## src/sv/cpe_pkg.sv

```systemverilog
// Shared constants, codes and controller/datapath command types for the
// cover position estimator. No dependencies.
package cpe_pkg;

   localparam int PosBits    = 16;
   localparam int TimeBits   = 32;
   localparam int DurBits    = 20;
   localparam int CmpW       = (TimeBits > DurBits) ? TimeBits : DurBits;
   localparam int DivCntW    = $clog2(PosBits);
   localparam int FieldPosW  = 16;
   localparam int FieldTimeW = 32;
   localparam int MaxRes     = 4;
   localparam int ResIdxW    = $clog2(MaxRes);
   localparam int ResCntW    = ResIdxW + 1;
   localparam int AddrW      = 4;

   localparam logic [PosBits-1:0] PosMax       = '1;
   localparam longint             PosMaxL      = (64'd1 << PosBits) - 1;
   localparam logic [PosBits-1:0] LockStartPos = PosBits'((PosMaxL * 2) / 10);
   localparam logic [DurBits-1:0] DurMax       = '1;
   localparam int                 FullCloseReset = 60000;
   localparam logic [DurBits-1:0] FullCloseInit  = DurBits'(FullCloseReset);
   localparam logic [DurBits-1:0] DurTravelReset = DurBits'((FullCloseReset * 7) / 10);
   localparam logic [DurBits-1:0] DurLockReset   = DurBits'((FullCloseReset * 3) / 10);
   localparam int                 PubHoldMs      = 1000;

   // floor(y/10) = (y * Recip10) >> Recip10Shift for y below 2^26
   localparam int               Recip10W     = 24;
   localparam logic [23:0]      Recip10      = 24'd13421773;
   localparam int               Recip10Shift = 27;

   localparam logic [1:0] StUnlocked = 2'd1;
   localparam logic [1:0] StStrong   = 2'd2;
   localparam logic [1:0] StWeak     = 2'd3;

   typedef enum logic [1:0] {
      MOT_IDLE  = 2'd0,
      MOT_OPEN  = 2'd1,
      MOT_CLOSE = 2'd2
   } motion_type;

   typedef enum logic [1:0] {
      MCMD_NONE  = 2'd0,
      MCMD_STOP  = 2'd1,
      MCMD_OPEN  = 2'd2,
      MCMD_CLOSE = 2'd3
   } mcmd_type;

   typedef enum logic [1:0] {
      CSR_STATUS_LEADING = 2'd0,
      CSR_AUTO_CAL       = 2'd1,
      CSR_FULL_CLOSE     = 2'd2
   } csr_idx_type;

   typedef enum logic [4:0] {
      DP_NOP,
      DP_LATCH,
      DP_DIV_LOCK,
      DP_DIV_OPEN,
      DP_DIV_CLOSE,
      DP_LOCK_ADD,
      DP_WIN_ADD,
      DP_WIN_SUB,
      DP_LOCK_SUB,
      DP_RC_DONE,
      DP_START,
      DP_SET_CLOSED,
      DP_CALIB,
      DP_UNLOCK_START,
      DP_FREE,
      DP_OPEN_END,
      DP_CLOSE_END,
      DP_AT_MAX,
      DP_PRIOR_WIN,
      DP_GOAL_MAX,
      DP_GOAL_ZERO,
      DP_GOAL_REQ,
      DP_EMIT,
      DP_CLEAR
   } dp_op_type;

   typedef struct packed {
      dp_op_type  op;
      motion_type dir;
      mcmd_type   mcmd;
      logic       ready;
      logic       drain;
   } dp_cmd_type;

   typedef struct packed {
      logic       req_valid;
      logic       req_kind;
      logic       status_leading;
      logic       auto_cal;
      motion_type motion;
      motion_type prior_motion;
      logic       lock_freed;
      logic       win_zero;
      logic       prior_max;
      logic       locked;
      logic       unlocked;
      logic       pub_ok;
      logic       open_due;
      logic       close_due;
      logic       at_goal;
      logic       goal_zero;
      logic       goal_max;
      logic       stop_req;
      logic       toggle_req;
      logic       pos_valid;
      logic       p_eq_win;
      logic       p_lt_win;
      logic       p_zero;
      logic       p_max;
      logic       div_busy;
      logic       pending;
   } dp_stat_type;

   typedef struct packed {
      mcmd_type             mcmd;
      logic                 publish;
      logic [PosBits-1:0]   pos;
      logic [PosBits-1:0]   lock;
      motion_type           motion;
   } res_item_type;

endpackage

```

## src/sv/cpe_if.sv

```systemverilog
// Request and result channel interfaces for the cover position estimator.
// Depends on cpe_pkg.
interface cpe_req_if import cpe_pkg::*; ();
   logic                  valid;
   logic                  ready;
   logic                  kind;
   logic [FieldTimeW-1:0] now_ms;
   logic [1:0]            status_code;
   logic                  stop_request;
   logic                  toggle_request;
   logic                  position_valid;
   logic [FieldPosW-1:0]  requested_position;

   modport source (output valid, kind, now_ms, status_code, stop_request, toggle_request,
                   position_valid, requested_position, input ready);
   modport sink (input valid, kind, now_ms, status_code, stop_request, toggle_request,
                 position_valid, requested_position, output ready);
endinterface

interface cpe_rsp_if import cpe_pkg::*; ();
   logic                 valid;
   logic                 ready;
   logic [1:0]           motor_command;
   logic                 publish;
   logic [FieldPosW-1:0] position;
   logic [FieldPosW-1:0] lock_position;
   logic [1:0]           operation;
   logic                 last;

   modport source (output valid, motor_command, publish, position, lock_position,
                   operation, last, input ready);
   modport sink (input valid, motor_command, publish, position, lock_position,
                 operation, last, output ready);
endinterface

```

## src/sv/cpe_div.sv

```systemverilog
// Sequential divider: floor(el * PosMax / dur), saturated to PosMax.
// Depends on cpe_pkg.
module cpe_div import cpe_pkg::*; (
   input  logic                clock,
   input  logic                reset,
   input  logic                start,
   input  logic [TimeBits-1:0] el,
   input  logic [DurBits-1:0]  dur,
   output logic                busy,
   output logic [PosBits-1:0]  quo
);

   typedef enum logic [1:0] {DV_IDLE, DV_CHECK, DV_RUN} dv_state_type;

   dv_state_type                  st_ff, st_in;
   logic [TimeBits+PosBits-1:0]   num_ff, num_in;
   logic [PosBits-1:0]            lo_ff, lo_in;
   logic [DurBits-1:0]            rem_ff, rem_in;
   logic [DurBits-1:0]            dur_ff, dur_in;
   logic [PosBits-1:0]            quo_ff, quo_in;
   logic [DivCntW-1:0]            cnt_ff, cnt_in;
   logic [TimeBits-1:0]           hi;
   logic [DurBits:0]              trial;
   logic                          take;

   assign hi    = num_ff[TimeBits+PosBits-1:PosBits];
   assign trial = {rem_ff, lo_ff[PosBits-1]};
   assign take  = trial >= {1'b0, dur_ff};
   assign busy  = st_ff != DV_IDLE;
   assign quo   = quo_ff;

   always_comb begin
      st_in  = st_ff;
      num_in = num_ff;
      lo_in  = lo_ff;
      rem_in = rem_ff;
      dur_in = dur_ff;
      quo_in = quo_ff;
      cnt_in = cnt_ff;
      unique case (st_ff)
         DV_IDLE: begin
            if (start) begin
               // el * (2^PosBits - 1) as a shift and subtract
               num_in = {el, PosBits'(0)} - (TimeBits+PosBits)'(el);
               dur_in = dur;
               st_in  = DV_CHECK;
            end
         end
         DV_CHECK: begin
            if (CmpW'(hi) >= CmpW'(dur_ff)) begin
               quo_in = PosMax;
               st_in  = DV_IDLE;
            end else begin
               rem_in = DurBits'(hi);
               lo_in  = num_ff[PosBits-1:0];
               cnt_in = '0;
               st_in  = DV_RUN;
            end
         end
         DV_RUN: begin
            rem_in = take ? DurBits'(trial - {1'b0, dur_ff}) : DurBits'(trial);
            quo_in = {quo_ff[PosBits-2:0], take};
            lo_in  = {lo_ff[PosBits-2:0], 1'b0};
            cnt_in = cnt_ff + 1'b1;
            if (cnt_ff == DivCntW'(PosBits - 1)) begin
               st_in = DV_IDLE;
            end
         end
         default: st_in = DV_IDLE;
      endcase
   end

   always_ff @(posedge clock) begin
      if (reset) begin
         st_ff <= DV_IDLE;
      end else begin
         st_ff <= st_in;
      end
   end

   always_ff @(posedge clock) begin
      num_ff <= num_in;
      lo_ff  <= lo_in;
      rem_ff <= rem_in;
      dur_ff <= dur_in;
      quo_ff <= quo_in;
      cnt_ff <= cnt_in;
   end

endmodule

```

## src/sv/cpe_dp.sv

```systemverilog
// Datapath: position state, timestamps, durations, config registers,
// result buffer and the divider. Depends on cpe_pkg, cpe_if and cpe_div.
module cpe_dp import cpe_pkg::*; (
   input  logic               clock,
   input  logic               reset,
   input  dp_cmd_type         cmd,
   output dp_stat_type        stat,
   cpe_req_if.sink            req,
   cpe_rsp_if.source          rsp,
   input  logic               psel,
   input  logic               penable,
   input  logic               pwrite,
   input  logic [AddrW-1:0]   paddr,
   input  logic [31:0]        pwdata,
   output logic [31:0]        prdata
);

   function automatic logic [DurBits-1:0] dur_frac(input logic [DurBits-1:0] x,
                                                   input logic [2:0] k);
      logic [DurBits+2:0]          y;
      logic [DurBits+2+Recip10W:0] p;
      y = (DurBits+3)'(x) * (DurBits+3)'(k);
      p = (DurBits+3+Recip10W)'(y) * (DurBits+3+Recip10W)'(Recip10);
      return DurBits'(p >> Recip10Shift);
   endfunction

   function automatic logic [PosBits-1:0] sat_add(input logic [PosBits-1:0] a,
                                                  input logic [PosBits-1:0] b);
      logic [PosBits:0] s;
      s = {1'b0, a} + {1'b0, b};
      return s[PosBits] ? PosMax : s[PosBits-1:0];
   endfunction

   function automatic logic [PosBits-1:0] sat_sub(input logic [PosBits-1:0] a,
                                                  input logic [PosBits-1:0] b);
      return (b >= a) ? '0 : a - b;
   endfunction

   // configuration
   logic                sl_ff, sl_in;
   logic                acal_ff, acal_in;
   logic [DurBits-1:0]  full_ff, full_in;
   logic [DurBits-1:0]  open_ms_ff, open_ms_in;
   logic [DurBits-1:0]  close_ms_ff, close_ms_in;
   logic [DurBits-1:0]  lock_ms_ff, lock_ms_in;
   // estimator state
   logic [PosBits-1:0]  win_ff, win_in;
   logic [PosBits-1:0]  lock_ff, lock_in;
   logic [PosBits-1:0]  prior_ff, prior_in;
   logic [PosBits-1:0]  goal_ff, goal_in;
   motion_type          motion_ff, motion_in;
   motion_type          pmotion_ff, pmotion_in;
   logic                freed_ff, freed_in;
   logic [TimeBits-1:0] open_start_ff, open_start_in;
   logic [TimeBits-1:0] close_start_ff, close_start_in;
   logic [TimeBits-1:0] recomp_ff, recomp_in;
   logic [TimeBits-1:0] pub_ff, pub_in;
   // latched item
   logic [TimeBits-1:0] now_ff, now_in;
   logic [1:0]          stcode_ff, stcode_in;
   logic                stop_ff, stop_in;
   logic                tog_ff, tog_in;
   logic                posv_ff, posv_in;
   logic [PosBits-1:0]  rpos_ff, rpos_in;
   // result buffer
   res_item_type        res_ff [MaxRes];
   res_item_type        res_new;
   logic                res_wr;
   logic [ResCntW-1:0]  cnt_ff, cnt_in;
   logic [ResCntW-1:0]  rd_ff, rd_in;

   logic                cfg_wr;
   logic                full_wr;
   logic                set_en;
   logic [DurBits-1:0]  set_x;
   logic [TimeBits-1:0] meas;
   logic [DurBits-1:0]  cal_x;
   logic [TimeBits-1:0] el;
   logic [DurBits-1:0]  div_dur;
   logic                div_start;
   logic                div_busy;
   logic [PosBits-1:0]  quo;
   logic                at_goal;
   res_item_type        rd_item;

   cpe_div u_div (
      .clock (clock),
      .reset (reset),
      .start (div_start),
      .el    (el),
      .dur   (div_dur),
      .busy  (div_busy),
      .quo   (quo)
   );

   assign el        = now_ff - recomp_ff;
   assign div_start = (cmd.op == DP_DIV_LOCK) || (cmd.op == DP_DIV_OPEN)
                      || (cmd.op == DP_DIV_CLOSE);

   always_comb begin
      priority case (cmd.op)
         DP_DIV_LOCK: div_dur = lock_ms_ff;
         DP_DIV_OPEN: div_dur = open_ms_ff;
         default:     div_dur = close_ms_ff;
      endcase
   end

   // measured close time, saturated before scaling
   assign meas  = now_ff - close_start_ff;
   assign cal_x = (CmpW'(meas) > CmpW'(DurMax)) ? DurMax : DurBits'(meas);

   assign cfg_wr  = psel && penable && pwrite;
   assign full_wr = cfg_wr && (csr_idx_type'(paddr[3:2]) == CSR_FULL_CLOSE);
   assign set_en  = full_wr || (cmd.op == DP_CALIB);
   assign set_x   = full_wr ? pwdata[DurBits-1:0] : cal_x;

   always_comb begin
      unique case (motion_ff)
         MOT_OPEN:  at_goal = win_ff >= goal_ff;
         MOT_CLOSE: at_goal = win_ff <= goal_ff;
         default:   at_goal = 1'b1;
      endcase
   end

   always_comb begin
      unique case (csr_idx_type'(paddr[3:2]))
         CSR_STATUS_LEADING: prdata = 32'(sl_ff);
         CSR_AUTO_CAL:       prdata = 32'(acal_ff);
         CSR_FULL_CLOSE:     prdata = 32'(full_ff);
         default:            prdata = '0;
      endcase
   end

   assign res_new = '{mcmd: cmd.mcmd, publish: cmd.mcmd == MCMD_NONE, pos: win_ff,
                      lock: lock_ff, motion: motion_ff};

   always_comb begin
      sl_in          = sl_ff;
      acal_in        = acal_ff;
      full_in        = full_ff;
      open_ms_in     = open_ms_ff;
      close_ms_in    = close_ms_ff;
      lock_ms_in     = lock_ms_ff;
      win_in         = win_ff;
      lock_in        = lock_ff;
      prior_in       = prior_ff;
      goal_in        = goal_ff;
      motion_in      = motion_ff;
      pmotion_in     = pmotion_ff;
      freed_in       = freed_ff;
      open_start_in  = open_start_ff;
      close_start_in = close_start_ff;
      recomp_in      = recomp_ff;
      pub_in         = pub_ff;
      now_in         = now_ff;
      stcode_in      = stcode_ff;
      stop_in        = stop_ff;
      tog_in         = tog_ff;
      posv_in        = posv_ff;
      rpos_in        = rpos_ff;
      cnt_in         = cnt_ff;
      rd_in          = rd_ff;
      res_wr         = 1'b0;

      unique case (cmd.op)
         DP_LATCH: begin
            now_in    = TimeBits'(req.now_ms);
            stcode_in = req.status_code;
            stop_in   = req.stop_request;
            tog_in    = req.toggle_request;
            posv_in   = req.position_valid;
            rpos_in   = PosBits'(req.requested_position);
         end
         DP_LOCK_ADD: lock_in = sat_add(lock_ff, quo);
         DP_WIN_ADD:  win_in  = sat_add(win_ff, quo);
         DP_WIN_SUB:  win_in  = sat_sub(win_ff, quo);
         DP_LOCK_SUB: lock_in = sat_sub(lock_ff, quo);
         DP_RC_DONE:  recomp_in = now_ff;
         DP_START: begin
            motion_in = cmd.dir;
            recomp_in = now_ff;
            unique case (cmd.dir)
               MOT_OPEN: begin
                  pmotion_in    = MOT_OPEN;
                  open_start_in = now_ff;
                  if (win_ff != '0) begin
                     prior_in = win_ff;
                  end
               end
               MOT_CLOSE: begin
                  pmotion_in     = MOT_CLOSE;
                  close_start_in = now_ff;
                  if (win_ff != PosMax) begin
                     prior_in = win_ff;
                  end
               end
               default: prior_in = win_ff;
            endcase
         end
         DP_SET_CLOSED: begin
            win_in    = '0;
            prior_in  = '0;
            lock_in   = '0;
            freed_in  = 1'b0;
            motion_in = MOT_IDLE;
            pub_in    = now_ff;
         end
         DP_UNLOCK_START: begin
            prior_in      = '0;
            motion_in     = MOT_OPEN;
            lock_in       = LockStartPos;
            open_start_in = now_ff;
            recomp_in     = now_ff;
            pub_in        = now_ff;
         end
         DP_FREE: freed_in = 1'b1;
         DP_OPEN_END: begin
            win_in    = PosMax;
            prior_in  = PosMax;
            motion_in = MOT_IDLE;
            pub_in    = now_ff;
         end
         DP_CLOSE_END: begin
            win_in    = '0;
            prior_in  = '0;
            motion_in = MOT_IDLE;
            pub_in    = now_ff;
         end
         DP_AT_MAX: begin
            motion_in = MOT_IDLE;
            prior_in  = PosMax;
         end
         DP_PRIOR_WIN: prior_in = win_ff;
         DP_GOAL_MAX:  goal_in  = PosMax;
         DP_GOAL_ZERO: goal_in  = '0;
         DP_GOAL_REQ:  goal_in  = rpos_ff;
         DP_EMIT: begin
            if (cnt_ff < ResCntW'(MaxRes)) begin
               res_wr = 1'b1;
               cnt_in = cnt_ff + 1'b1;
            end
         end
         DP_CLEAR: begin
            cnt_in = '0;
            rd_in  = '0;
         end
         default: ;
      endcase

      if (rsp.valid && rsp.ready) begin
         rd_in = rd_ff + 1'b1;
      end

      if (set_en) begin
         open_ms_in  = dur_frac(set_x, 3'd7);
         close_ms_in = dur_frac(set_x, 3'd7);
         lock_ms_in  = dur_frac(set_x, 3'd3);
      end
      if (cfg_wr) begin
         unique case (csr_idx_type'(paddr[3:2]))
            CSR_STATUS_LEADING: sl_in   = pwdata[0];
            CSR_AUTO_CAL:       acal_in = pwdata[0];
            CSR_FULL_CLOSE:     full_in = pwdata[DurBits-1:0];
            default: ;
         endcase
      end
   end

   always_ff @(posedge clock) begin
      if (reset) begin
         sl_ff          <= 1'b1;
         acal_ff        <= 1'b0;
         full_ff        <= FullCloseInit;
         open_ms_ff     <= DurTravelReset;
         close_ms_ff    <= DurTravelReset;
         lock_ms_ff     <= DurLockReset;
         win_ff         <= '0;
         lock_ff        <= '0;
         prior_ff       <= '0;
         goal_ff        <= '0;
         motion_ff      <= MOT_IDLE;
         pmotion_ff     <= MOT_IDLE;
         freed_ff       <= 1'b0;
         open_start_ff  <= '0;
         close_start_ff <= '0;
         recomp_ff      <= '0;
         pub_ff         <= '0;
         cnt_ff         <= '0;
         rd_ff          <= '0;
      end else begin
         sl_ff          <= sl_in;
         acal_ff        <= acal_in;
         full_ff        <= full_in;
         open_ms_ff     <= open_ms_in;
         close_ms_ff    <= close_ms_in;
         lock_ms_ff     <= lock_ms_in;
         win_ff         <= win_in;
         lock_ff        <= lock_in;
         prior_ff       <= prior_in;
         goal_ff        <= goal_in;
         motion_ff      <= motion_in;
         pmotion_ff     <= pmotion_in;
         freed_ff       <= freed_in;
         open_start_ff  <= open_start_in;
         close_start_ff <= close_start_in;
         recomp_ff      <= recomp_in;
         pub_ff         <= pub_in;
         cnt_ff         <= cnt_in;
         rd_ff          <= rd_in;
      end
   end

   always_ff @(posedge clock) begin
      now_ff    <= now_in;
      stcode_ff <= stcode_in;
      stop_ff   <= stop_in;
      tog_ff    <= tog_in;
      posv_ff   <= posv_in;
      rpos_ff   <= rpos_in;
      if (res_wr) begin
         res_ff[cnt_ff[ResIdxW-1:0]] <= res_new;
      end
   end

   assign req.ready = cmd.ready;

   assign rd_item           = res_ff[rd_ff[ResIdxW-1:0]];
   assign rsp.valid         = cmd.drain && (rd_ff < cnt_ff);
   assign rsp.motor_command = rd_item.mcmd;
   assign rsp.publish       = rd_item.publish;
   assign rsp.position      = FieldPosW'(rd_item.pos);
   assign rsp.lock_position = FieldPosW'(rd_item.lock);
   assign rsp.operation     = rd_item.motion;
   assign rsp.last          = (rd_ff + 1'b1) == cnt_ff;

   always_comb begin
      stat.req_valid      = req.valid;
      stat.req_kind       = req.kind;
      stat.status_leading = sl_ff;
      stat.auto_cal       = acal_ff;
      stat.motion         = motion_ff;
      stat.prior_motion   = pmotion_ff;
      stat.lock_freed     = freed_ff;
      stat.win_zero       = win_ff == '0;
      stat.prior_max      = prior_ff == PosMax;
      stat.locked         = (stcode_ff == StStrong) || (stcode_ff == StWeak);
      stat.unlocked       = stcode_ff == StUnlocked;
      stat.pub_ok         = TimeBits'(now_ff - pub_ff) > TimeBits'(PubHoldMs);
      stat.open_due       = CmpW'(TimeBits'(now_ff - open_start_ff)) >= CmpW'(open_ms_ff);
      stat.close_due      = CmpW'(TimeBits'(now_ff - close_start_ff)) >= CmpW'(close_ms_ff);
      stat.at_goal        = at_goal;
      stat.goal_zero      = goal_ff == '0;
      stat.goal_max       = goal_ff == PosMax;
      stat.stop_req       = stop_ff;
      stat.toggle_req     = tog_ff;
      stat.pos_valid      = posv_ff;
      stat.p_eq_win       = rpos_ff == win_ff;
      stat.p_lt_win       = rpos_ff < win_ff;
      stat.p_zero         = rpos_ff == '0;
      stat.p_max          = rpos_ff == PosMax;
      stat.div_busy       = div_busy;
      stat.pending        = rd_ff < cnt_ff;
   end

endmodule

```

## src/sv/cpe_ctrl.sv

```systemverilog
// Controller: sequences tick and control items as datapath operations,
// with call and return for the position update and direction change.
// Depends on cpe_pkg.
module cpe_ctrl import cpe_pkg::*; (
   input  logic        clock,
   input  logic        reset,
   input  dp_stat_type stat,
   output dp_cmd_type  cmd
);

   typedef enum logic [4:0] {
      S_IDLE,
      S_C_STOP,
      S_C_STOPPUB,
      S_C_TOG,
      S_C_TOGPUB,
      S_C_POS,
      S_T_BEGIN,
      S_T_CLOSE,
      S_T_PUBEND,
      S_T_PUBGO,
      S_T_RC,
      S_T_AT,
      S_T_PRIOR,
      S_SD_CHK,
      S_SD_SET,
      S_SD_EMIT,
      S_RC_CHK,
      S_RC_LOCKA,
      S_RC_DOPEN,
      S_RC_WINA,
      S_RC_WINS,
      S_RC_CHK0,
      S_RC_LOCKS,
      S_RC_END,
      S_DRAIN
   } state_type;

   state_type  state_ff, state_in;
   state_type  rc_ret_ff, rc_ret_in;
   state_type  sd_ret_ff, sd_ret_in;
   motion_type sd_dir_ff, sd_dir_in;

   always_comb begin
      state_in  = state_ff;
      rc_ret_in = rc_ret_ff;
      sd_ret_in = sd_ret_ff;
      sd_dir_in = sd_dir_ff;
      cmd       = '{op: DP_NOP, dir: MOT_IDLE, mcmd: MCMD_NONE, ready: 1'b0, drain: 1'b0};

      unique case (state_ff)
         S_IDLE: begin
            cmd.ready = 1'b1;
            if (stat.req_valid) begin
               cmd.op   = DP_LATCH;
               state_in = stat.req_kind ? S_C_STOP : S_T_BEGIN;
            end
         end

         // control request: stop, then toggle, then target position
         S_C_STOP: begin
            if (stat.stop_req) begin
               sd_dir_in = MOT_IDLE;
               sd_ret_in = S_C_STOPPUB;
               state_in  = S_SD_CHK;
            end else begin
               state_in = S_C_TOG;
            end
         end
         S_C_STOPPUB: begin
            cmd.op   = DP_EMIT;
            state_in = S_C_TOG;
         end
         S_C_TOG: begin
            if (!stat.toggle_req) begin
               state_in = S_C_POS;
            end else if (stat.motion != MOT_IDLE) begin
               sd_dir_in = MOT_IDLE;
               sd_ret_in = S_C_TOGPUB;
               state_in  = S_SD_CHK;
            end else if (stat.win_zero || stat.prior_motion == MOT_CLOSE) begin
               cmd.op    = DP_GOAL_MAX;
               sd_dir_in = MOT_OPEN;
               sd_ret_in = S_C_POS;
               state_in  = S_SD_CHK;
            end else begin
               cmd.op    = DP_GOAL_ZERO;
               sd_dir_in = MOT_CLOSE;
               sd_ret_in = S_C_POS;
               state_in  = S_SD_CHK;
            end
         end
         S_C_TOGPUB: begin
            cmd.op   = DP_EMIT;
            state_in = S_C_POS;
         end
         S_C_POS: begin
            sd_ret_in = S_DRAIN;
            if (!stat.pos_valid) begin
               state_in = S_DRAIN;
            end else if (!stat.p_eq_win) begin
               cmd.op    = DP_GOAL_REQ;
               sd_dir_in = stat.p_lt_win ? MOT_CLOSE : MOT_OPEN;
               state_in  = S_SD_CHK;
            end else if (stat.p_zero || stat.p_max) begin
               cmd.op    = DP_GOAL_REQ;
               sd_dir_in = stat.p_zero ? MOT_CLOSE : MOT_OPEN;
               state_in  = S_SD_CHK;
            end else begin
               state_in = S_DRAIN;
            end
         end

         // tick: end detection first, then position update and target check
         S_T_BEGIN: begin
            if (stat.status_leading) begin
               priority if (stat.locked && stat.motion == MOT_IDLE && !stat.win_zero) begin
                  state_in = S_T_CLOSE;
               end else if (stat.locked && stat.motion == MOT_OPEN && !stat.lock_freed) begin
                  state_in = S_T_RC;
               end else if (stat.locked && stat.motion == MOT_OPEN) begin
                  state_in = S_T_CLOSE;
               end else if (stat.locked && stat.motion == MOT_CLOSE) begin
                  if (stat.prior_max && stat.auto_cal) begin
                     cmd.op = DP_CALIB;
                  end
                  state_in = S_T_CLOSE;
               end else if (stat.unlocked && stat.win_zero && stat.motion == MOT_IDLE) begin
                  if (stat.pub_ok) begin
                     cmd.op   = DP_UNLOCK_START;
                     state_in = S_T_PUBGO;
                  end else begin
                     state_in = S_T_RC;
                  end
               end else if (stat.motion == MOT_IDLE) begin
                  state_in = S_DRAIN;
               end else if (stat.unlocked) begin
                  cmd.op   = DP_FREE;
                  state_in = S_T_RC;
               end else begin
                  state_in = S_T_RC;
               end
            end else if (stat.motion == MOT_OPEN && stat.open_due && stat.pub_ok) begin
               cmd.op   = DP_OPEN_END;
               state_in = S_T_PUBGO;
            end else if (stat.motion == MOT_CLOSE && stat.close_due && stat.pub_ok) begin
               cmd.op   = DP_CLOSE_END;
               state_in = S_T_PUBGO;
            end else begin
               state_in = S_T_RC;
            end
         end
         S_T_CLOSE: begin
            if (stat.pub_ok) begin
               cmd.op   = DP_SET_CLOSED;
               state_in = S_T_PUBEND;
            end else begin
               state_in = S_DRAIN;
            end
         end
         S_T_PUBEND: begin
            cmd.op   = DP_EMIT;
            state_in = S_DRAIN;
         end
         S_T_PUBGO: begin
            cmd.op   = DP_EMIT;
            state_in = S_T_RC;
         end
         S_T_RC: begin
            rc_ret_in = S_T_AT;
            state_in  = S_RC_CHK;
         end
         S_T_AT: begin
            if (!stat.at_goal) begin
               state_in = S_DRAIN;
            end else if (stat.goal_zero) begin
               state_in = S_T_PUBEND;
            end else if (stat.goal_max) begin
               cmd.op   = DP_AT_MAX;
               state_in = S_T_PUBEND;
            end else begin
               sd_dir_in = MOT_IDLE;
               sd_ret_in = S_T_PRIOR;
               state_in  = S_SD_CHK;
            end
         end
         S_T_PRIOR: begin
            cmd.op   = DP_PRIOR_WIN;
            state_in = S_T_PUBEND;
         end

         // direction change: skip a repeat of the running direction
         S_SD_CHK: begin
            if (sd_dir_ff == stat.motion && sd_dir_ff != MOT_IDLE) begin
               state_in = sd_ret_ff;
            end else begin
               rc_ret_in = S_SD_SET;
               state_in  = S_RC_CHK;
            end
         end
         S_SD_SET: begin
            cmd.op   = DP_START;
            cmd.dir  = sd_dir_ff;
            state_in = S_SD_EMIT;
         end
         S_SD_EMIT: begin
            cmd.op = DP_EMIT;
            unique case (sd_dir_ff)
               MOT_OPEN:  cmd.mcmd = MCMD_OPEN;
               MOT_CLOSE: cmd.mcmd = MCMD_CLOSE;
               default:   cmd.mcmd = MCMD_STOP;
            endcase
            state_in = sd_ret_ff;
         end

         // position update from time elapsed since the last update
         S_RC_CHK: begin
            unique case (stat.motion)
               MOT_OPEN: begin
                  cmd.op   = DP_DIV_LOCK;
                  state_in = S_RC_LOCKA;
               end
               MOT_CLOSE: begin
                  cmd.op   = DP_DIV_CLOSE;
                  state_in = S_RC_WINS;
               end
               default: state_in = rc_ret_ff;
            endcase
         end
         S_RC_LOCKA: begin
            if (!stat.div_busy) begin
               cmd.op   = DP_LOCK_ADD;
               state_in = stat.lock_freed ? S_RC_DOPEN : S_RC_END;
            end
         end
         S_RC_DOPEN: begin
            cmd.op   = DP_DIV_OPEN;
            state_in = S_RC_WINA;
         end
         S_RC_WINA: begin
            if (!stat.div_busy) begin
               cmd.op   = DP_WIN_ADD;
               state_in = S_RC_END;
            end
         end
         S_RC_WINS: begin
            if (!stat.div_busy) begin
               cmd.op   = DP_WIN_SUB;
               state_in = S_RC_CHK0;
            end
         end
         S_RC_CHK0: begin
            if (stat.win_zero) begin
               cmd.op   = DP_DIV_LOCK;
               state_in = S_RC_LOCKS;
            end else begin
               state_in = S_RC_END;
            end
         end
         S_RC_LOCKS: begin
            if (!stat.div_busy) begin
               cmd.op   = DP_LOCK_SUB;
               state_in = S_RC_END;
            end
         end
         S_RC_END: begin
            cmd.op   = DP_RC_DONE;
            state_in = rc_ret_ff;
         end

         S_DRAIN: begin
            cmd.drain = 1'b1;
            if (!stat.pending) begin
               cmd.op   = DP_CLEAR;
               state_in = S_IDLE;
            end
         end
         default: state_in = S_IDLE;
      endcase
   end

   always_ff @(posedge clock) begin
      if (reset) begin
         state_ff  <= S_IDLE;
         rc_ret_ff <= S_IDLE;
         sd_ret_ff <= S_IDLE;
         sd_dir_ff <= MOT_IDLE;
      end else begin
         state_ff  <= state_in;
         rc_ret_ff <= rc_ret_in;
         sd_ret_ff <= sd_ret_in;
         sd_dir_ff <= sd_dir_in;
      end
   end

endmodule

```

## src/sv/cover_position_estimator.sv

```systemverilog
// Cover position estimator: dead-reckoning window and lock position tracker.
// Depends on cpe_pkg, cpe_if, cpe_ctrl and cpe_dp.
//
// req carries ticks (kind 0, with the polled lock status) and control
// requests (kind 1: stop, toggle, target position). rsp returns zero to
// four items per request, motor commands and publishes, with last set on
// the final one; a request that causes nothing returns no item.
// One request is in work at a time: req.ready is high only while the block
// waits for a new item. A request runs a sequence of controller steps plus,
// for each position division, a check step in the shared divider and then
// its 16 quotient bits one after another, unless the quotient already
// saturates at the check. A request runs at most two position updates of two
// divisions each, and its first result is only offered once the whole
// request has been worked through.
// Results are held in a four-entry buffer and drained in order; while the
// receiver holds rsp.ready low the block waits and takes no new request.
// Reset returns the window to closed and locked, idle, with status-leading
// mode, no calibration and a 60000 ms full close time. Configuration is
// written over the APB port (psel, penable, pwrite, paddr, pwdata); the user must
// write it only while the block is idle, which the block does not enforce; pready is always high.
module cover_position_estimator import cpe_pkg::*; (
   input  logic             clock,
   input  logic             reset,
   cpe_req_if.sink          req,
   cpe_rsp_if.source        rsp,
   input  logic             psel,
   input  logic             penable,
   input  logic             pwrite,
   input  logic [AddrW-1:0] paddr,
   input  logic [31:0]      pwdata,
   output logic [31:0]      prdata,
   output logic             pready
);

   dp_cmd_type  cmd;
   dp_stat_type stat;

   assign pready = 1'b1;

   cpe_ctrl u_ctrl (
      .clock (clock),
      .reset (reset),
      .stat  (stat),
      .cmd   (cmd)
   );

   cpe_dp u_dp (
      .clock   (clock),
      .reset   (reset),
      .cmd     (cmd),
      .stat    (stat),
      .req     (req),
      .rsp     (rsp),
      .psel    (psel),
      .penable (penable),
      .pwrite  (pwrite),
      .paddr   (paddr),
      .pwdata  (pwdata),
      .prdata  (prdata)
   );

endmodule

```

## src/flat_wrapper.sv

```systemverilog
// flat-port wrapper written by rule: the top's interface ports become plain ports
module cover_position_estimator_flat import cpe_pkg::*;
  (clock, reset, psel, penable, pwrite, paddr, pwdata, prdata, pready, req_valid, req_kind, req_now_ms, req_status_code, req_stop_request, req_toggle_request, req_position_valid, req_requested_position, req_ready, rsp_valid, rsp_motor_command, rsp_publish, rsp_position, rsp_lock_position, rsp_operation, rsp_last, rsp_ready);
  cpe_req_if req_i ();
  cpe_rsp_if rsp_i ();
  input  logic clock;
  input  logic reset;
  input  logic psel;
  input  logic penable;
  input  logic pwrite;
  input  logic [AddrW-1:0] paddr;
  input  logic [31:0] pwdata;
  output logic [31:0] prdata;
  output logic pready;
  input wire logic [$bits(req_i.valid)-1:0] req_valid;
  input wire logic [$bits(req_i.kind)-1:0] req_kind;
  input wire logic [$bits(req_i.now_ms)-1:0] req_now_ms;
  input wire logic [$bits(req_i.status_code)-1:0] req_status_code;
  input wire logic [$bits(req_i.stop_request)-1:0] req_stop_request;
  input wire logic [$bits(req_i.toggle_request)-1:0] req_toggle_request;
  input wire logic [$bits(req_i.position_valid)-1:0] req_position_valid;
  input wire logic [$bits(req_i.requested_position)-1:0] req_requested_position;
  output wire logic [$bits(req_i.ready)-1:0] req_ready;
  output wire logic [$bits(rsp_i.valid)-1:0] rsp_valid;
  output wire logic [$bits(rsp_i.motor_command)-1:0] rsp_motor_command;
  output wire logic [$bits(rsp_i.publish)-1:0] rsp_publish;
  output wire logic [$bits(rsp_i.position)-1:0] rsp_position;
  output wire logic [$bits(rsp_i.lock_position)-1:0] rsp_lock_position;
  output wire logic [$bits(rsp_i.operation)-1:0] rsp_operation;
  output wire logic [$bits(rsp_i.last)-1:0] rsp_last;
  input wire logic [$bits(rsp_i.ready)-1:0] rsp_ready;
  assign req_i.valid = req_valid;
  assign req_i.kind = req_kind;
  assign req_i.now_ms = req_now_ms;
  assign req_i.status_code = req_status_code;
  assign req_i.stop_request = req_stop_request;
  assign req_i.toggle_request = req_toggle_request;
  assign req_i.position_valid = req_position_valid;
  assign req_i.requested_position = req_requested_position;
  assign req_ready = req_i.ready;
  assign rsp_valid = rsp_i.valid;
  assign rsp_motor_command = rsp_i.motor_command;
  assign rsp_publish = rsp_i.publish;
  assign rsp_position = rsp_i.position;
  assign rsp_lock_position = rsp_i.lock_position;
  assign rsp_operation = rsp_i.operation;
  assign rsp_last = rsp_i.last;
  assign rsp_i.ready = rsp_ready;
  cover_position_estimator u_core (.clock(clock), .reset(reset), .req(req_i), .rsp(rsp_i), .psel(psel), .penable(penable), .pwrite(pwrite), .paddr(paddr), .pwdata(pwdata), .prdata(prdata), .pready(pready));
endmodule
```

## config.mk

```make
export PLATFORM = sky130hd
export DESIGN_NAME = cover_position_estimator_flat
export DESIGN_NICKNAME = d
export VERILOG_FILES = /design/src/sv/cpe_pkg.sv /design/src/sv/cpe_if.sv /design/src/sv/cpe_div.sv /design/src/sv/cpe_dp.sv /design/src/sv/cpe_ctrl.sv /design/src/sv/cover_position_estimator.sv /design/src/flat_wrapper.sv
export SDC_FILE = /design/constraint.sdc
export NUM_CORES = 2
export LEC_CHECK = 0
export BUFFER_PORTS_ARGS = -buffer_cell sky130_fd_sc_hd__clkbuf_2
export CAP_MARGIN = 10
export CORE_MARGIN = 5
export CORE_UTILIZATION = 40
export CTS_CLUSTER_DIAMETER = 40
export DETAILED_ROUTE_END_ITERATION = 10
export PLACE_DENSITY = 0.51
export SLEW_MARGIN = 20
export SYNTH_ARGS = -nofsm -noshare
export SYNTH_HDL_FRONTEND = slang
export SYNTH_HIERARCHICAL = 1
export SYNTH_SLANG_ARGS = --single-unit
```

## constraint.sdc

```tcl
create_clock -name clock -period 21.4 [get_ports clock]
set_input_delay 3.21 -clock clock [delete_from_list [all_inputs] [get_ports clock]]
set_output_delay 3.21 -clock clock [all_outputs]
set_load 0.1 [all_outputs]
```

==> metrics.txt <==
outcome=finished clean; reg-to-reg critical path startpoint=u_core/u_dp/now_ff[0]; Fillers=13300; register area share after synthesis=28.2%; post-synth cell types=122; crit path max fanout=14; Core Region=136000 µm²; Worst Hold Class=reg -> reg; R2R setup slack=5060 ps; fin. max-slew vios=0; post-route setup TNS=0 ps; Post-synth EDFFs=325; number of CTS-inserted buffers=106; IO buf count=142; Clock Path Buffers=3; Final GP Congestion=0.904; FFs w/ async S/R, synth=0%; Post-Synth XOR/XNOR Area=3.79%; post-synthesis compound-gate area fraction=16.2%; initial antenna violation count=3; top post-synthesis cells by area=edfxtp_1 18%, ha_1 17%, fa_1 11%; Max Cap Viol=0; Worst Tran Pin Value=1170 ps; Mean Syn Cell Area=9.16 µm²; Final #Nets=7268; Worst-path clk slew=60 ps; first-pass GRT wire length=241000 µm; synthesized area=54800 µm²; worst path required time=22000 ps; Detail Route Antenna Nets=0; worst-path cell with the longest stage delay=o31a_1; #FFs+latches synth=608; initial drt markers=2606; fmax=61.2 MHz; die area=144000 µm²; Setup CP Type=reg -> reg; largest net degree at the start of global routing=157; mux cell area share after synthesis=2.44%; Clock Root Buffer=clkbuf_16; largest family of logic cells by synthesized area=adder cells; CP Data Arrival Time=16950 ps; Crit. End Element=register; largest area contributor in the netlist=edfxtp_1; minimum clock period=16340 ps; post-cts sizing count=0; IO Count=170; clock sinks=608; clock insertion delay at the later pin of the skew report=720 ps; Period Utilization, post-route=76.4%; Syn Inst Count=5978; Critical path origin=u_core/u_dp/now_ff[0]; Vias=42800; Die Y=380 µm; max incr delay on CP=760 ps; Rows=135; die width=380 µm; Main synth FF type=edfxtp_1; Worst setup SP type=register; worst relative slew slack=22.3%; top cell type's share of synthesized area=17.8%; clock skew after layout=55.7 ps; total global-route track usage=20.7%; Post-route DRC=0; FF-to-FF path depth=56; postcts setup bufs=0; vias in the first global route=42900; hold buffer count at cts=0; endpoint of the worst setup timing path=u_core/u_dp/close_ms_ff[18]; htree depth=3; r2r endpoint=u_core/u_dp/close_ms_ff[18]; adder-cell share of the synthesized area=28.2%; Initial Util=40.3%; Routed WL=152000 µm; via-per-instance ratio=5.35; YS warnings=6; Area growth syn-to-layout=11.8%; Pre-antenna DRT Iters=6; fraction of layout cells with a size suffix above 1=8.87%; TritonCTS clock tree=yes; routed len/inst=19.0 µm; Setup Viol. Count Final=0; post-DP HPWL=119000 µm; Post-Synth Simple-Gate Area=13.6%; RSZ-0062 raised after global routing=false; Overflow after GRT=0; Final Hold Violating Endpoints=0
[final cells by class]
class,count,area (µm²),area share (%)
timing repair buffer,219,1310,2.14
multi-input combinational,4309,35300,57.6
clock inverter,86,1040,1.70
clock buffer,115,2720,4.43
sequential,608,15400,25.2
inverter,872,3270,5.34
tap,1781,2230,3.64
antenna,2,5.00,0.00817
[worst max-delay path, delay by kind of cell, from the launching register on]
kind | cells | cell delay [ps]
multiplexers | 1 | 230
AND/OR/NAND/NOR | 3 | 930
flip-flops | 1 | 590
adder cells (fa/ha/maj) | 12 | 5210
AO/OA/AOI/OAI | 33 | 8230
buffers and inverters | 6 | 660
XOR/XNOR | 1 | 330
[worst min-delay path by stage]
stage                     cells past startpoint                         from                          end  slack, ps
final                                         2        u_core/u_dp/pub_ff[6]        u_core/u_dp/pub_ff[6]        450
after global routing                          2    u_core/u_dp/lock_ms_ff[0]    u_core/u_dp/lock_ms_ff[0]        460
after CTS                                     2        u_core/u_dp/pub_ff[6]        u_core/u_dp/pub_ff[6]        450
after detailed placement                      2       u_core/u_dp/pub_ff[29]       u_core/u_dp/pub_ff[29]        440
after global placement                        2    u_core/u_dp/lock_ms_ff[0]    u_core/u_dp/lock_ms_ff[0]        440
after floorplan                               2  u_core/u_dp/close_ms_ff[16]  u_core/u_dp/close_ms_ff[16]        420
[state kept, by name, summed over array words and instances, names as in the netlist, 32 cells and up, named ones only]
| name | count |
|---|---|
| u_core/u_dp/res_ff | 148 |
| u_core/u_dp/recomp_ff | 32 |
| u_core/u_dp/pub_ff | 32 |
| u_core/u_dp/now_ff | 32 |
| u_core/u_dp/close_start_ff | 32 |
| u_core/u_dp/u_div/num_ff | 48 |
| u_core/u_dp/open_start_ff | 32 |
[stage by stage]
stage          std cells  hold WS (ps)  worst slack [ps]  area (µm²)  utilization [%]
2_1_floorplan       5989           420              6980       54800                -
3_3_place_gp        7789           438              4660       57500             42.3
3_5_place_dp        7789           443              4600       57500             42.3
4_1_cts             7990           450              4960       61300             45.1
5_1_grt             7990           462              3980       61300             45.1
6_report            7992           448              5060       61300             45.1
[cell usage after synthesis, types with 41 or more instances]
master	count
nor3_1	102
nand2b_1	74
xnor2_1	145
nor2b_1	56
o21bai_1	41
and2_1	61
nor2_1	278
a211oi_1	43
inv_1	868
a21oi_1	470
o21ai_0	240
nand2_1	636
dfxtp_1	283
fa_1	296
nand3_1	73
xor2_1	92
clkbuf_1	130
a21o_1	141
nor4_1	47
edfxtp_1	325
ha_1	759
nand4_1	69
[cells in the final DEF, fill, tap and decap left out, types with 17 or more instances in the layout]
cell | synthesis | final
inv_1 | 868 | 868
ha_1 | 759 | 759
nand2_1 | 636 | 636
a21oi_1 | 470 | 470
edfxtp_1 | 325 | 325
fa_1 | 296 | 296
dfxtp_1 | 283 | 281
nor2_1 | 278 | 274
o21ai_0 | 240 | 240
xnor2_1 | 145 | 145
clkbuf_2 | 1 | 141
a21o_1 | 141 | 141
clkbuf_16 | 0 | 106
nor3_1 | 102 | 102
xor2_1 | 92 | 92
buf_4 | 33 | 76
nand3_1 | 73 | 73
nand2b_1 | 74 | 72
nand4_1 | 69 | 69
and2_1 | 61 | 57
nor2b_1 | 56 | 53
nor4_1 | 47 | 47
a211oi_1 | 43 | 43
o21bai_1 | 41 | 41
mux2i_1 | 40 | 40
or3_1 | 37 | 37
mux4_2 | 37 | 37
o21a_1 | 34 | 34
a221oi_1 | 30 | 30
a21boi_0 | 29 | 29
o22ai_1 | 28 | 28
or2_2 | 26 | 26
o211ai_1 | 25 | 25
and3_1 | 24 | 23
a211o_1 | 23 | 23
o21ai_1 | 22 | 22
a31oi_1 | 21 | 21
inv_6 | 0 | 18
clkinvlp_4 | 0 | 17
[per-layer routing]
metal | vias to the layer above | global-route usage [%] | part of all wire [%]
li1 | 21100 | - | -
met1 | 20700 | 28.6 | 47
met2 | 779 | 34.8 | 47
met3 | 167 | 2.58 | 3.7
met4 | 0 | 4.75 | 2.1
met5 | - | 0 | 0
[cell families after synthesis]
logic type,Yosys count
AO/OA/AOI/OAI,1361
XOR/XNOR,237
adder cells (fa/ha/maj),1056
buffers and inverters,1072
flip-flops,608
multiplexers,85
other,2
AND/OR/NAND/NOR,1557
Power is not shown: default switching activity piles up to over one toggle a cycle in this logic, so the estimate is an artifact.
